**config.mk**
```make
export PLATFORM = sky130hd
export DESIGN_NAME = aging_priority_queue_core
export DESIGN_NICKNAME = d
export VERILOG_FILES = /design/src/design/apq_pkg.sv /design/src/design/aging_priority_queue_core.sv /design/src/design/apq_age_cmp.sv
export SDC_FILE = /design/constraint.sdc
export NUM_CORES = 2
export LEC_CHECK = 0
export ABC_AREA = 1
export BUFFER_PORTS_ARGS = -buffer_cell sky130_fd_sc_hd__buf_2
export CORE_UTILIZATION = 35
export DETAILED_ROUTE_END_ITERATION = 8
export GPL_TIMING_DRIVEN = 0
export PLACE_DENSITY = 0.5
export SETUP_SLACK_MARGIN = 0.15
export SYNTH_ARGS = -nofsm -noshare
export SYNTH_HDL_FRONTEND = slang
export SYNTH_SLANG_ARGS = --single-unit
```
**constraint.sdc**
```tcl
create_clock -name clock -period 10.2 [get_ports clock]
set_clock_uncertainty 0.2 [all_clocks]
set_input_delay 2.04 -clock clock [delete_from_list [all_inputs] [get_ports clock]]
set_output_delay 2.04 -clock clock [all_outputs]
set_load 0.02 [all_outputs]
```
**src/design/apq_pkg.sv**
```systemverilog
// shared types and constants for the aging priority queue
// used by apq_age_cmp and aging_priority_queue_core; no dependencies
`timescale 1ns / 1ps

package apq_pkg;

   // field widths
   localparam int LEVEL_W  = 3;
   localparam int RANK_W   = 5;
   localparam int WORD_W   = 32;
   localparam int STATUS_W = 2;
   localparam int AGE_W    = 10;
   localparam int FLOOR_W  = 3;
   localparam int REQ_W    = 40;
   // (aging_minutes + 1) * 60 stays below 2^17
   localparam int THR_W    = 17;

   localparam int SECONDS_PER_MINUTE = 60;

   localparam logic [AGE_W-1:0]   AGING_RESET = 10'd30;
   localparam logic [FLOOR_W-1:0] FLOOR_RESET = 3'd2;

   typedef enum logic [STATUS_W-1:0] {
      ST_ADDED  = 2'd0,
      ST_SERVED = 2'd1,
      ST_EMPTY  = 2'd2,
      ST_FULL   = 2'd3
   } status_type;

   typedef enum logic {
      CSR_AGING_MINUTES  = 1'b0,
      CSR_NO_AGING_FLOOR = 1'b1
   } csr_index_type;

   typedef enum logic [1:0] {
      S_IDLE,
      S_SCAN,
      S_SHIFT,
      S_DONE
   } state_type;

   // one stored queue entry
   typedef struct packed {
      logic [LEVEL_W-1:0] level;
      logic [RANK_W-1:0]  rank;
      logic [WORD_W-1:0]  number;
      logic [WORD_W-1:0]  seconds;
   } entry_type;

   // entry together with its aged level
   typedef struct packed {
      logic [LEVEL_W-1:0] eff;
      entry_type          ent;
   } cand_type;

   // aging controls that hold still for one item
   typedef struct packed {
      logic [WORD_W-1:0]  now;
      logic [THR_W-1:0]   threshold;
      logic [FLOOR_W-1:0] floor;
   } age_ctl_type;

   // result fields apart from the entry count
   typedef struct packed {
      status_type         status;
      logic [LEVEL_W-1:0] level;
      logic [LEVEL_W-1:0] eff;
      logic [RANK_W-1:0]  rank;
      logic [WORD_W-1:0]  number;
      logic [WORD_W-1:0]  seconds;
      logic [WORD_W-1:0]  wait_s;
   } result_type;

endpackage

```
**src/design/aging_priority_queue_core.sv**
```systemverilog
// aging priority queue: entry memory, scan and shift sequencer, output register
// depends on apq_pkg and apq_age_cmp
`timescale 1ns / 1ps

// Usage
// req channel: tuser is the mode (0 add, 1 serve); tdata carries now_seconds,
// level and symptom_rank. Every item gives exactly one rsp item whose tuser is
// the status (added, served, empty, full) and whose tdata carries the served
// entry and the entry count left.
// Entries sit in one memory of QUEUE_DEPTH words with a registered read.
// An add, a full add or a serve of an empty queue writes at most one word and
// passes its result through the result register to the output register.
// A serve with N entries stored reads all N words through the aging compare,
// then moves the entries behind the winner down one slot, one read and one
// write per cycle, then loads the result into the result register.
// One item is worked at a time; req_tready is high while the sequencer is idle,
// and a new item is taken while the previous result still waits in the output
// register. A stalled receiver holds the result there and, once the next item
// is finished, holds the sequencer too.
// Reset empties the queue, restarts arrival numbers at zero and loads the
// register defaults (30 minutes, floor 2); memory contents are not cleared.
// csr writes are taken at any edge with csr_we high and belong in idle time.

module aging_priority_queue_core #(
   parameter int QUEUE_DEPTH = 16,
   localparam int IDX_W    = $clog2(QUEUE_DEPTH),
   localparam int CNT_W    = $clog2(QUEUE_DEPTH + 1),
   localparam int RSP_BITS = 107 + CNT_W,
   localparam int RSP_W    = ((RSP_BITS + 7) / 8) * 8
) (
   input  logic                        clock,
   input  logic                        reset,
   // request channel
   input  logic                        req_tvalid,
   output logic                        req_tready,
   // now_seconds[31:0], level[34:32], symptom_rank[39:35]
   input  logic [apq_pkg::REQ_W-1:0]   req_tdata,
   // mode[0]
   input  logic                        req_tuser,
   // response channel
   output logic                        rsp_tvalid,
   input  logic                        rsp_tready,
   // served_level[2:0], effective_level[5:3], served_rank[10:6],
   // arrival_number[42:11], arrival_seconds[74:43], wait_seconds[106:75],
   // entries_left[106+CNT_W:107], zero fill above
   output logic [RSP_W-1:0]            rsp_tdata,
   // status[1:0]
   output logic [apq_pkg::STATUS_W-1:0] rsp_tuser,
   // register writes
   input  logic                        csr_we,
   input  logic [0:0]                  csr_addr,
   input  logic [apq_pkg::AGE_W-1:0]   csr_wdata
);

   apq_pkg::state_type   state_ff, state_in;
   logic [CNT_W-1:0]     count_ff, count_in;
   logic [apq_pkg::WORD_W-1:0] next_num_ff, next_num_in;
   logic [apq_pkg::WORD_W-1:0] now_ff, now_in;
   logic [apq_pkg::AGE_W-1:0]   aging_ff;
   logic [apq_pkg::FLOOR_W-1:0] floor_ff;
   logic [CNT_W-1:0]     rd_ptr_ff, rd_ptr_in;
   logic                 pend_ff, pend_in;
   logic [IDX_W-1:0]     pend_idx_ff, pend_idx_in;
   apq_pkg::cand_type    best_ff, best_in;
   logic [IDX_W-1:0]     best_idx_ff, best_idx_in;
   apq_pkg::result_type  res_ff, res_in;
   logic [CNT_W-1:0]     res_left_ff, res_left_in;
   logic                 rsp_valid_ff;
   apq_pkg::result_type  rsp_res_ff;
   logic [CNT_W-1:0]     rsp_left_ff;
   logic                 load_rsp;

   // entry memory ports
   apq_pkg::entry_type   mem [QUEUE_DEPTH];
   apq_pkg::entry_type   rd_data_ff;
   logic                 mem_we, mem_re;
   logic [IDX_W-1:0]     mem_wa, mem_ra;
   apq_pkg::entry_type   mem_wd;

   // request fields
   logic [apq_pkg::WORD_W-1:0]  req_now;
   logic [apq_pkg::LEVEL_W-1:0] req_level;
   logic [apq_pkg::RANK_W-1:0]  req_rank;

   // compare unit
   apq_pkg::age_ctl_type        age_ctl;
   logic [apq_pkg::LEVEL_W-1:0] cand_eff;
   logic                        cand_wins;

   assign req_now   = req_tdata[31:0];
   assign req_level = req_tdata[34:32];
   assign req_rank  = req_tdata[39:35];

   // aging threshold in seconds from the minute limit
   always_comb begin
      age_ctl.now       = now_ff;
      age_ctl.floor     = floor_ff;
      age_ctl.threshold = apq_pkg::THR_W'(
         ({7'd0, aging_ff} + apq_pkg::THR_W'(1)) *
         apq_pkg::THR_W'(apq_pkg::SECONDS_PER_MINUTE));
   end

   apq_age_cmp u_age_cmp (
      .ctl       (age_ctl),
      .cand      (rd_data_ff),
      .best      (best_ff),
      .cand_eff  (cand_eff),
      .cand_wins (cand_wins)
   );

   // entry memory, registered read
   always_ff @(posedge clock) begin
      if (mem_we) begin
         mem[mem_wa] <= mem_wd;
      end
      if (mem_re) begin
         rd_data_ff <= mem[mem_ra];
      end
   end

   // configuration registers
   always_ff @(posedge clock) begin
      if (reset) begin
         aging_ff <= apq_pkg::AGING_RESET;
         floor_ff <= apq_pkg::FLOOR_RESET;
      end else if (csr_we) begin
         unique case (apq_pkg::csr_index_type'(csr_addr))
            apq_pkg::CSR_AGING_MINUTES:  aging_ff <= csr_wdata;
            apq_pkg::CSR_NO_AGING_FLOOR: floor_ff <= csr_wdata[apq_pkg::FLOOR_W-1:0];
         endcase
      end
   end

   // control registers
   always_ff @(posedge clock) begin
      if (reset) begin
         state_ff    <= apq_pkg::S_IDLE;
         count_ff    <= '0;
         next_num_ff <= '0;
         pend_ff     <= 1'b0;
      end else begin
         state_ff    <= state_in;
         count_ff    <= count_in;
         next_num_ff <= next_num_in;
         pend_ff     <= pend_in;
      end
   end

   // working registers
   always_ff @(posedge clock) begin
      now_ff      <= now_in;
      rd_ptr_ff   <= rd_ptr_in;
      pend_idx_ff <= pend_idx_in;
      best_ff     <= best_in;
      best_idx_ff <= best_idx_in;
      res_ff      <= res_in;
      res_left_ff <= res_left_in;
   end

   // sequencer: accept, scan for the winner, close the gap, hand off the result
   always_comb begin
      state_in    = state_ff;
      count_in    = count_ff;
      next_num_in = next_num_ff;
      now_in      = now_ff;
      rd_ptr_in   = rd_ptr_ff;
      pend_in     = 1'b0;
      pend_idx_in = pend_idx_ff;
      best_in     = best_ff;
      best_idx_in = best_idx_ff;
      res_in      = res_ff;
      res_left_in = res_left_ff;
      mem_we      = 1'b0;
      mem_wa      = pend_idx_ff;
      mem_wd      = rd_data_ff;
      mem_re      = 1'b0;
      mem_ra      = rd_ptr_ff[IDX_W-1:0];
      req_tready  = 1'b0;
      load_rsp    = 1'b0;

      unique case (state_ff)
         apq_pkg::S_IDLE: begin
            req_tready = 1'b1;
            if (req_tvalid) begin
               now_in      = req_now;
               res_in      = '0;
               res_left_in = count_ff;
               state_in    = apq_pkg::S_DONE;
               priority if (!req_tuser) begin
                  if (count_ff >= CNT_W'(QUEUE_DEPTH)) begin
                     res_in.status = apq_pkg::ST_FULL;
                  end else begin
                     mem_we         = 1'b1;
                     mem_wa         = count_ff[IDX_W-1:0];
                     mem_wd.level   = req_level;
                     mem_wd.rank    = req_rank;
                     mem_wd.number  = next_num_ff;
                     mem_wd.seconds = req_now;
                     next_num_in    = next_num_ff + apq_pkg::WORD_W'(1);
                     count_in       = count_ff + CNT_W'(1);
                     res_left_in    = count_ff + CNT_W'(1);
                     res_in.status  = apq_pkg::ST_ADDED;
                  end
               end else if (count_ff == '0) begin
                  res_in.status = apq_pkg::ST_EMPTY;
               end else begin
                  rd_ptr_in = '0;
                  state_in  = apq_pkg::S_SCAN;
               end
            end
         end

         apq_pkg::S_SCAN: begin
            // issue the next read while the previous word is compared
            if (rd_ptr_ff < count_ff) begin
               mem_re      = 1'b1;
               pend_in     = 1'b1;
               pend_idx_in = rd_ptr_ff[IDX_W-1:0];
               rd_ptr_in   = rd_ptr_ff + CNT_W'(1);
            end
            if (pend_ff && (pend_idx_ff == '0 || cand_wins)) begin
               best_in.eff = cand_eff;
               best_in.ent = rd_data_ff;
               best_idx_in = pend_idx_ff;
            end
            if (rd_ptr_ff >= count_ff && !pend_ff) begin
               rd_ptr_in = CNT_W'(best_idx_ff) + CNT_W'(1);
               state_in  = apq_pkg::S_SHIFT;
            end
         end

         apq_pkg::S_SHIFT: begin
            // read slot p, write it into slot p - 1 in the following cycle
            if (rd_ptr_ff < count_ff) begin
               mem_re      = 1'b1;
               pend_in     = 1'b1;
               pend_idx_in = IDX_W'(rd_ptr_ff - CNT_W'(1));
               rd_ptr_in   = rd_ptr_ff + CNT_W'(1);
            end
            if (pend_ff) begin
               mem_we = 1'b1;
            end
            if (rd_ptr_ff >= count_ff && !pend_ff) begin
               count_in       = count_ff - CNT_W'(1);
               res_left_in    = count_ff - CNT_W'(1);
               res_in.status  = apq_pkg::ST_SERVED;
               res_in.level   = best_ff.ent.level;
               res_in.eff     = best_ff.eff;
               res_in.rank    = best_ff.ent.rank;
               res_in.number  = best_ff.ent.number;
               res_in.seconds = best_ff.ent.seconds;
               res_in.wait_s  = now_ff - best_ff.ent.seconds;
               state_in       = apq_pkg::S_DONE;
            end
         end

         apq_pkg::S_DONE: begin
            if (!rsp_valid_ff || rsp_tready) begin
               load_rsp = 1'b1;
               state_in = apq_pkg::S_IDLE;
            end
         end

         default: begin
            state_in = apq_pkg::S_IDLE;
         end
      endcase
   end

   // output register
   always_ff @(posedge clock) begin
      if (reset) begin
         rsp_valid_ff <= 1'b0;
      end else if (load_rsp) begin
         rsp_valid_ff <= 1'b1;
      end else if (rsp_tready) begin
         rsp_valid_ff <= 1'b0;
      end
   end

   always_ff @(posedge clock) begin
      if (load_rsp) begin
         rsp_res_ff  <= res_ff;
         rsp_left_ff <= res_left_ff;
      end
   end

   assign rsp_tvalid = rsp_valid_ff;
   assign rsp_tuser  = rsp_res_ff.status;
   assign rsp_tdata  = RSP_W'({rsp_left_ff, rsp_res_ff.wait_s, rsp_res_ff.seconds,
                               rsp_res_ff.number, rsp_res_ff.rank, rsp_res_ff.eff,
                               rsp_res_ff.level});

   // checks
   a_count_bound: assert property (@(posedge clock) disable iff (reset)
      count_ff <= CNT_W'(QUEUE_DEPTH))
      else $error("entry count above queue depth");

   a_count_held: assert property (@(posedge clock) disable iff (reset)
      (state_ff == apq_pkg::S_SCAN || state_ff == apq_pkg::S_SHIFT) |->
      $stable(count_ff))
      else $error("entry count moved during a serve");

   a_shift_in_range: assert property (@(posedge clock) disable iff (reset)
      (state_ff == apq_pkg::S_SHIFT && pend_ff) |->
      (CNT_W'(pend_idx_ff) + CNT_W'(1) < count_ff))
      else $error("shift write outside the held entries");

   a_empty_left: assert property (@(posedge clock) disable iff (reset)
      (load_rsp && res_ff.status == apq_pkg::ST_EMPTY) |-> (res_left_ff == '0))
      else $error("empty result with entries left");

endmodule

```
**src/design/apq_age_cmp.sv**
```systemverilog
// aged level of one candidate entry and its comparison against the best so far
// depends on apq_pkg
`timescale 1ns / 1ps

module apq_age_cmp (
   input  apq_pkg::age_ctl_type        ctl,
   input  apq_pkg::entry_type          cand,
   input  apq_pkg::cand_type           best,
   output logic [apq_pkg::LEVEL_W-1:0] cand_eff,
   output logic                        cand_wins
);

   logic [apq_pkg::WORD_W-1:0] waited;
   logic                       aged;

   // whole minutes exceed the limit exactly when waited >= (limit + 1) * 60
   always_comb begin
      waited = ctl.now - cand.seconds;
      aged   = (cand.level > ctl.floor) &&
               (waited >= apq_pkg::WORD_W'(ctl.threshold));
      cand_eff = aged ? cand.level - apq_pkg::LEVEL_W'(1) : cand.level;
   end

   // level, then rank, then arrival number; a full tie keeps the earlier slot
   always_comb begin
      priority if (cand_eff != best.eff) begin
         cand_wins = cand_eff < best.eff;
      end else if (cand.rank != best.ent.rank) begin
         cand_wins = cand.rank < best.ent.rank;
      end else begin
         cand_wins = cand.number < best.ent.number;
      end
   end

endmodule

```
# After elaboration in Yosys (flattened, before gate mapping)
# Memories as Yosys holds them, arrays and structs flattened. A register that Yosys moved wholly into a read port is not among the register bits.
# Cells that the tools add are included.
dict set report word_totals {
  reg_bits 402
  mem_bits_rw 1152
  inputBits 57
  wordCells 144
  n_memories 1
}
dict set report op_classes {
  addsub 10
  n_mul 1
  n_lt_le_gt_ge 8
  n_eq_ne 13
  mux 52
  bitwise 3
  n_reduce_logical 24
}
# name words word_bits rd rd_ports_with_merged_regs write_ports line_no
set mem_list {}
lappend mem_list {mem 16 72 1 1 1 aging_priority_queue_core.sv:74} ;# apq_pkg::entry_type mem [QUEUE_DEPTH];
# cell n
set op_table {}
lappend op_table {{72-bit 2-to-1 mux} 4}
lappend op_table {{109-bit 2-to-1 mux} 2}
lappend op_table {{109-bit one-hot mux with 2 select lines} 1}
lappend op_table {{32-bit subtractor} 2}
lappend op_table {{5-bit 2-to-1 mux} 9}
lappend op_table {{32-bit by 1-bit adder with 32-bit output, second input constant} 1}
lappend op_table {{32-bit by 17-bit >= comparator with 1-bit output} 1}
lappend op_table {{32-bit < comparator} 1}
lappend op_table {{4-bit 2-to-1 mux} 6}
lappend op_table {{2-bit 2-to-1 mux} 9}
lappend op_table {{2-bit != test, second input constant} 8}
lappend op_table {{11-bit by 4-bit multiplier with 15-bit output, second input constant} 1}
lappend op_table {{1-bit 2-to-1 mux} 15}
lappend op_table {{5-bit one-hot mux with 3 select lines} 1}
lappend op_table {{4-bit AND reduction} 3}
lappend op_table {{10-bit by 1-bit adder with 11-bit output, second input constant} 1}
lappend op_table {{5-bit by 1-bit adder with 5-bit output, second input constant} 2}
lappend op_table {{5-bit < comparator} 2}
lappend op_table {{5-bit one-hot mux with 2 select lines} 1}
lappend op_table {{2-bit one-hot mux with 4 select lines} 1}
lappend op_table {{4-bit one-hot mux with 2 select lines} 1}
lappend op_table {{2-bit AND reduction} 4}
lappend op_table {{3-bit AND reduction} 2}
lappend op_table {{2-bit nonzero test} 3}
lappend op_table {{23 further kinds} 30}

# Longest topological paths before layout
dict set report depth {
  depth_word 10
  depth_mapped 40
  mapped_depth_nobuf 40
}

# Modules after synthesis
# A second synthesis with hierarchy kept.
dict set report hier_totals {
  hier_cells 5843
  area_unflattened_um2 69141.3
}
# mod n_inst cells_per_inst area_each_um2 seq_area_each_um2
set modules_own_cells {}
lappend modules_own_cells {aging_priority_queue_core 1 5053 64833.4 48286.3}
lappend modules_own_cells {apq_age_cmp 1 790 4307.9 0.0}

# Worst setup path before layout
# Ideal clock, no wire load.
dict set report synth_path {
  path_type {reg2reg}
  start {register aging_ff[0] in the netlist's numbering}
  end {register best_ff[0] in the netlist's numbering (enable)}
  arrival_ns 8.867
  slack_ns 0.591
  stages_incl_launch_ff 36
  cell_sequence {dfxtp_1 -> inv_1 -> nor3_1 -> inv_1 -> nor2_1 -> a21oi_1 -> nor2_1 -> inv_1 -> maj3_1 -> fa_1 -> inv_1 -> ha_1 -> nand2_1 -> nor4_1 -> nor2_1 -> o21ai_0 -> nand3_1 -> nand2_1 -> a21oi_1 -> nor2_1 -> nor2_1 -> xor2_1 -> ha_1 -> nand3_1 -> a21oi_1 -> nor2_1 -> nand3_2 -> nand2_2 -> nand2_1 -> o21ai_1 -> ha_1 -> inv_1 -> o21bai_1 -> a211oi_1 -> nor2_1 -> a21oi_1}
}
dict set report synth_via {
  elab_chain_len 10
}
# item line_no
set synth_rtl {}
lappend synth_rtl {{from (decl)} aging_priority_queue_core.sv:59} ;# logic [apq_pkg::AGE_W-1:0] aging_ff;
lappend synth_rtl {{from (signal assigned)} aging_priority_queue_core.sv:124} ;# aging_ff <= apq_pkg::AGING_RESET;
lappend synth_rtl {{from (signal assigned)} aging_priority_queue_core.sv:128} ;# apq_pkg::CSR_AGING_MINUTES: aging_ff <= csr_wdata;
lappend synth_rtl {{10-bit by 1-bit adder with 11-bit output *} aging_priority_queue_core.sv:99} ;# ({7'd0, aging_ff} + apq_pkg::THR_W'(1)) *
lappend synth_rtl {{11-bit by 4-bit multiplier with 15-bit output *} aging_priority_queue_core.sv:99}
lappend synth_rtl {{32-bit by 17-bit >= comparator with 1-bit output *} apq_age_cmp.sv:20} ;# (waited >= apq_pkg::WORD_W'(ctl.threshold));
lappend synth_rtl {{1-bit logical AND *} apq_age_cmp.sv:19} ;# aged = (cand.level > ctl.floor) &&
lappend synth_rtl {{3-bit 2-to-1 mux *} apq_age_cmp.sv:21} ;# cand_eff = aged ? cand.level - apq_pkg::LEVEL_W'(1) : cand.level;
lappend synth_rtl {{net cand_eff (one bit)} aging_priority_queue_core.sv:87} ;# logic [apq_pkg::LEVEL_W-1:0] cand_eff;
lappend synth_rtl {{3-bit < comparator or 3-bit != test (tied branches)} {apq_age_cmp.sv:27, apq_age_cmp.sv:26}}
lappend synth_rtl {{1-bit 2-to-1 mux *} apq_age_cmp.sv:26} ;# priority if (cand_eff != best.eff) begin
lappend synth_rtl {{1-bit logical OR *} aging_priority_queue_core.sv:221} ;# if (pend_ff && (pend_idx_ff == '0 || cand_wins)) begin
lappend synth_rtl {{1-bit logical AND *} aging_priority_queue_core.sv:221}
lappend synth_rtl {{2-bit AND reduction (no source line) *} n/a}
lappend synth_rtl {{to (signal assigned)} aging_priority_queue_core.sv:154} ;# best_ff <= best_in;
lappend synth_rtl {{to (decl)} aging_priority_queue_core.sv:64} ;# apq_pkg::cand_type best_ff, best_in;
# The timed path passes the listed nets; every way through them passes the cells marked *.
# A chain may end at the register's enable or synchronous reset.

# Worst setup path in the final report
dict set report layout_path {
  start {register aging_ff[0] in the netlist's numbering}
  end {register best_ff[32] in the netlist's numbering (enable)}
}
# Same word-level chain as after synthesis.

==> results.sh <==
export IMPL_cts_root_buf="clkbuf_16"
export IMPL_busiest_layer="met2"
export IMPL_cts_tree="yes"
export IMPL_cp_end_kind="flip-flop"
export IMPL_routed_wl_mm=211
export IMPL_start_kind="flip-flop"
export IMPL_finalCriticalPeriod_ps=8010
export IMPL_max_slew_margin_pct=3.24
export IMPL_drv_cap=0
export IMPL_hold_path_class="reg -> reg"
export IMPL_crit_fanout=21
export IMPL_power_total_mw=25.1
export IMPL_io_pins=173
export IMPL_final_common_cell="edfxtp_1"
export IMPL_synth_cell_types=49
export IMPL_critical_path_top_delay_family="simple AND/OR/NAND/NOR gates"
export IMPL_slowest_delay_ps=600
export IMPL_r2r_end="best_ff[32]"
export IMPL_use_met2_pct=34.7
export IMPL_leakagePower_nw=28.4
export IMPL_synth_edf_count=1572
export IMPL_synthArstFlopShare_pct=0
export IMPL_hold_start="res_ff[8]"
export IMPL_grt_max_degree=83
export IMPL_stdcell_area_um2=79800
export IMPL_critPathBufInv=7
export IMPL_vias=45800
export IMPL_drive_above_1_share_pct=9.72
export IMPL_drtIter0Drc=3910
export IMPL_placed_cell_area_um2=74300
export IMPL_final_cell_mix="edfxtp_1 (1,572), nor2_1 (731), nand2_1 (726)"
export IMPL_ys_warn_count=0
export IMPL_post_cts_buffers=0
export IMPL_met3_usage_pct=3.80
export IMPL_power_density_nw_per_um2=314
export IMPL_fin_tns_setup_ps=0
export IMPL_cts_buffer_depth=3
export IMPL_r2r_cells=37
export IMPL_worst_path_most_repeated_cell="nor2_1"
export IMPL_syn_area_um2=68300
export IMPL_ant_nets=0
export IMPL_numCtsBuffers=173
export IMPL_die_area_um2=197000
export IMPL_drv_slew=0
export IMPL_nNetsFinal=6327
export IMPL_ir_drop_mv=0.171
export IMPL_period_share_pct=78.5
export IMPL_tightest_slew_ps=1450
export IMPL_worstSetupPathType="reg -> reg"
export IMPL_crit_path_top_delay_cell="a21oi_4"
export IMPL_cts_resized=0
export IMPL_setup_viol=0
export IMPL_hpwl_mm=151
export IMPL_arrival_ps=8340
export IMPL_syn_num_nets=5868
export IMPL_core_um2=193000
export IMPL_syn_avg_cell_area_um2=12.1
export IMPL_post_place_cells=8452
export IMPL_cts_reportedPaths_clkPinSlew_ps=60
export IMPL_routed_wire_length_per_instance_um=24.0
export IMPL_area_growth_pct=16.8
export IMPL_fillers=18100
export IMPL_clock_sinks=1626
export IMPL_status="finished, final reports clean"
export IMPL_drc=0
export IMPL_synthCells=5642
export IMPL_rows=161
export IMPL_grt_overflow=0
export IMPL_vias_per_cell=5.22
export IMPL_r2r_start="aging_ff[0]"
export IMPL_cts_hold_buf=0
export IMPL_grt_pass1_wl_mm=305
export IMPL_whs_path_depth=0
export IMPL_antenna_found_initial=20
export IMPL_ys_seq_area_share_pct=70.7
export IMPL_holdPathEnd="rsp_tdata[83]"
export IMPL_gr_usage_all_layers_pct=21.1
export IMPL_reg2reg_slack_ps=2190
export IMPL_holdWs_ps=212
export IMPL_clk_latency_ps=830
export IMPL_grt_pass1_vias=44500
export IMPL_max_freq_mhz=125
export IMPL_numPortBuffers=171
export IMPL_synth_ff_type="edfxtp_1"
export IMPL_initial_core_util_pct=35.3
export IMPL_gr_usage_met1_pct=28.0
export IMPL_dr_pass1_iters=6
export IMPL_worst_endpoint_required_ps=10520
export IMPL_cts_max_level=4
export IMPL_synth_seq_cells=1626
export IMPL_rsz0062_at_grt="false"
export IMPL_hold_viol=0
export IMPL_fp_dieW_um=444
export IMPL_stdcell_count=8772
export IMPL_gp_congestion=0.894
export IMPL_chipHeight_um=444
-- kinds of logic after synthesis --
group / count (synthesis) / synth area share (%)
buffers and inverters: 742 / 4.10
xor gates and xnor gates: 65 / 0.834
AOI/OAI and AO/OA: 1270 / 10.6
and+or+nand+nor: 1769 / 10.5
adders and majority gates: 170 / 3.24
DFF: 1626 / 70.7
-- cells in the mapped netlist (2+ instances only) --
master    number  area (um^2)
edfxtp_1    1572        47200
nor2_1       749         2810
nand2_1      726         2730
o21ai_0      715         3580
inv_1        459         1720
clkbuf_1     230          863
nand3_1      193          966
o22ai_1      177         1110
a21oi_1      165          826
ha_1         157         1960
o221ai_1     117         1020
xor2_1        56          490
dfxtp_1       54         1080
o211ai_1      38          285
nor3_1        36          180
buf_1         28          105
nand4_1       21          131
inv_2         13         48.8
fa_1          12          240
a31oi_1       10         62.6
buf_2         10         50.1
nor4_1         9         56.3
o21a_1         9         67.6
o21bai_1       9         67.6
xnor2_1        9         78.8
a211oi_1       7         52.6
nor2_2         7         43.8
nor2_4         6         67.6
o21ai_1        6         30.0
or2_2          6         37.5
a21o_1         5         37.5
nand2_2        5         31.3
and2_1         4         25.0
a21boi_0       3         22.5
clkinv_1       2         7.51
nand3_2        2         20.0
nor4_2         2         25.0
o21ai_2        2         17.5
-- registers in the layout, summed over array words and instances (netlist names), 2 cells and up --
signal       flops
pend_idx_ff      4
floor_ff         3
res_left_ff      5
now_ff          32
rsp_tuser        2
rd_data_ff      72
best_ff         75
count_ff         5
best_idx_ff      4
next_num_ff     32
rsp_tdata      107
rd_ptr_ff        5
mem           1152
res_ff         109
state_ff         2
rsp_left_ff      5
aging_ff        10
-- cell type report --
cell class              instances  area (um^2)  area share (%)
flip-flops and latches       1626        48300            60.5
multi-input cells            3274        17400            21.8
clock buffers                 215         4550            5.71
well taps                    2526         3160            3.96
repair buffers                284         2650            3.32
inverters                     474         1780            2.24
plain buffers                 268         1030            1.30
clock inverters                93          905            1.13
diodes                         12         30.0          0.0377
-- metal layers --
layer  wire (um)  vias to the layer above
li1            -                    21200
met1       89800                    22800
met2      100000                     1523
met3       13600                      305
met4        7000                        0
met5           0                        -
-- stage by stage --
step                      util [%]  setup slack (ps)
after floorplan                  -               591
after global routing          41.3              1530
after global placement        37.4             -4270
final                         41.3              2190
after CTS                     41.3              1970
after detailed placement      38.4              2020
-- report_power, final --
part           internal (mW)  switching (mW)
Clock                   3.52            2.64
Sequential              9.28           0.409
Combinational           2.41            6.79
-- how the worst max path moves through the flow --
stage                      from          end  slack, ps  cells after the start
finish              aging_ff[0]  best_ff[32]       2190                     37
detailed placement  aging_ff[0]  best_ff[32]       2020                     37
global placement    aging_ff[0]  best_ff[32]      -4270                     35
CTS                 aging_ff[0]  best_ff[32]       1970                     37
floorplan           aging_ff[0]   best_ff[0]        590                     35
global route        aging_ff[0]  best_ff[36]       1530                     39
(Power assumes the default switching activity.)
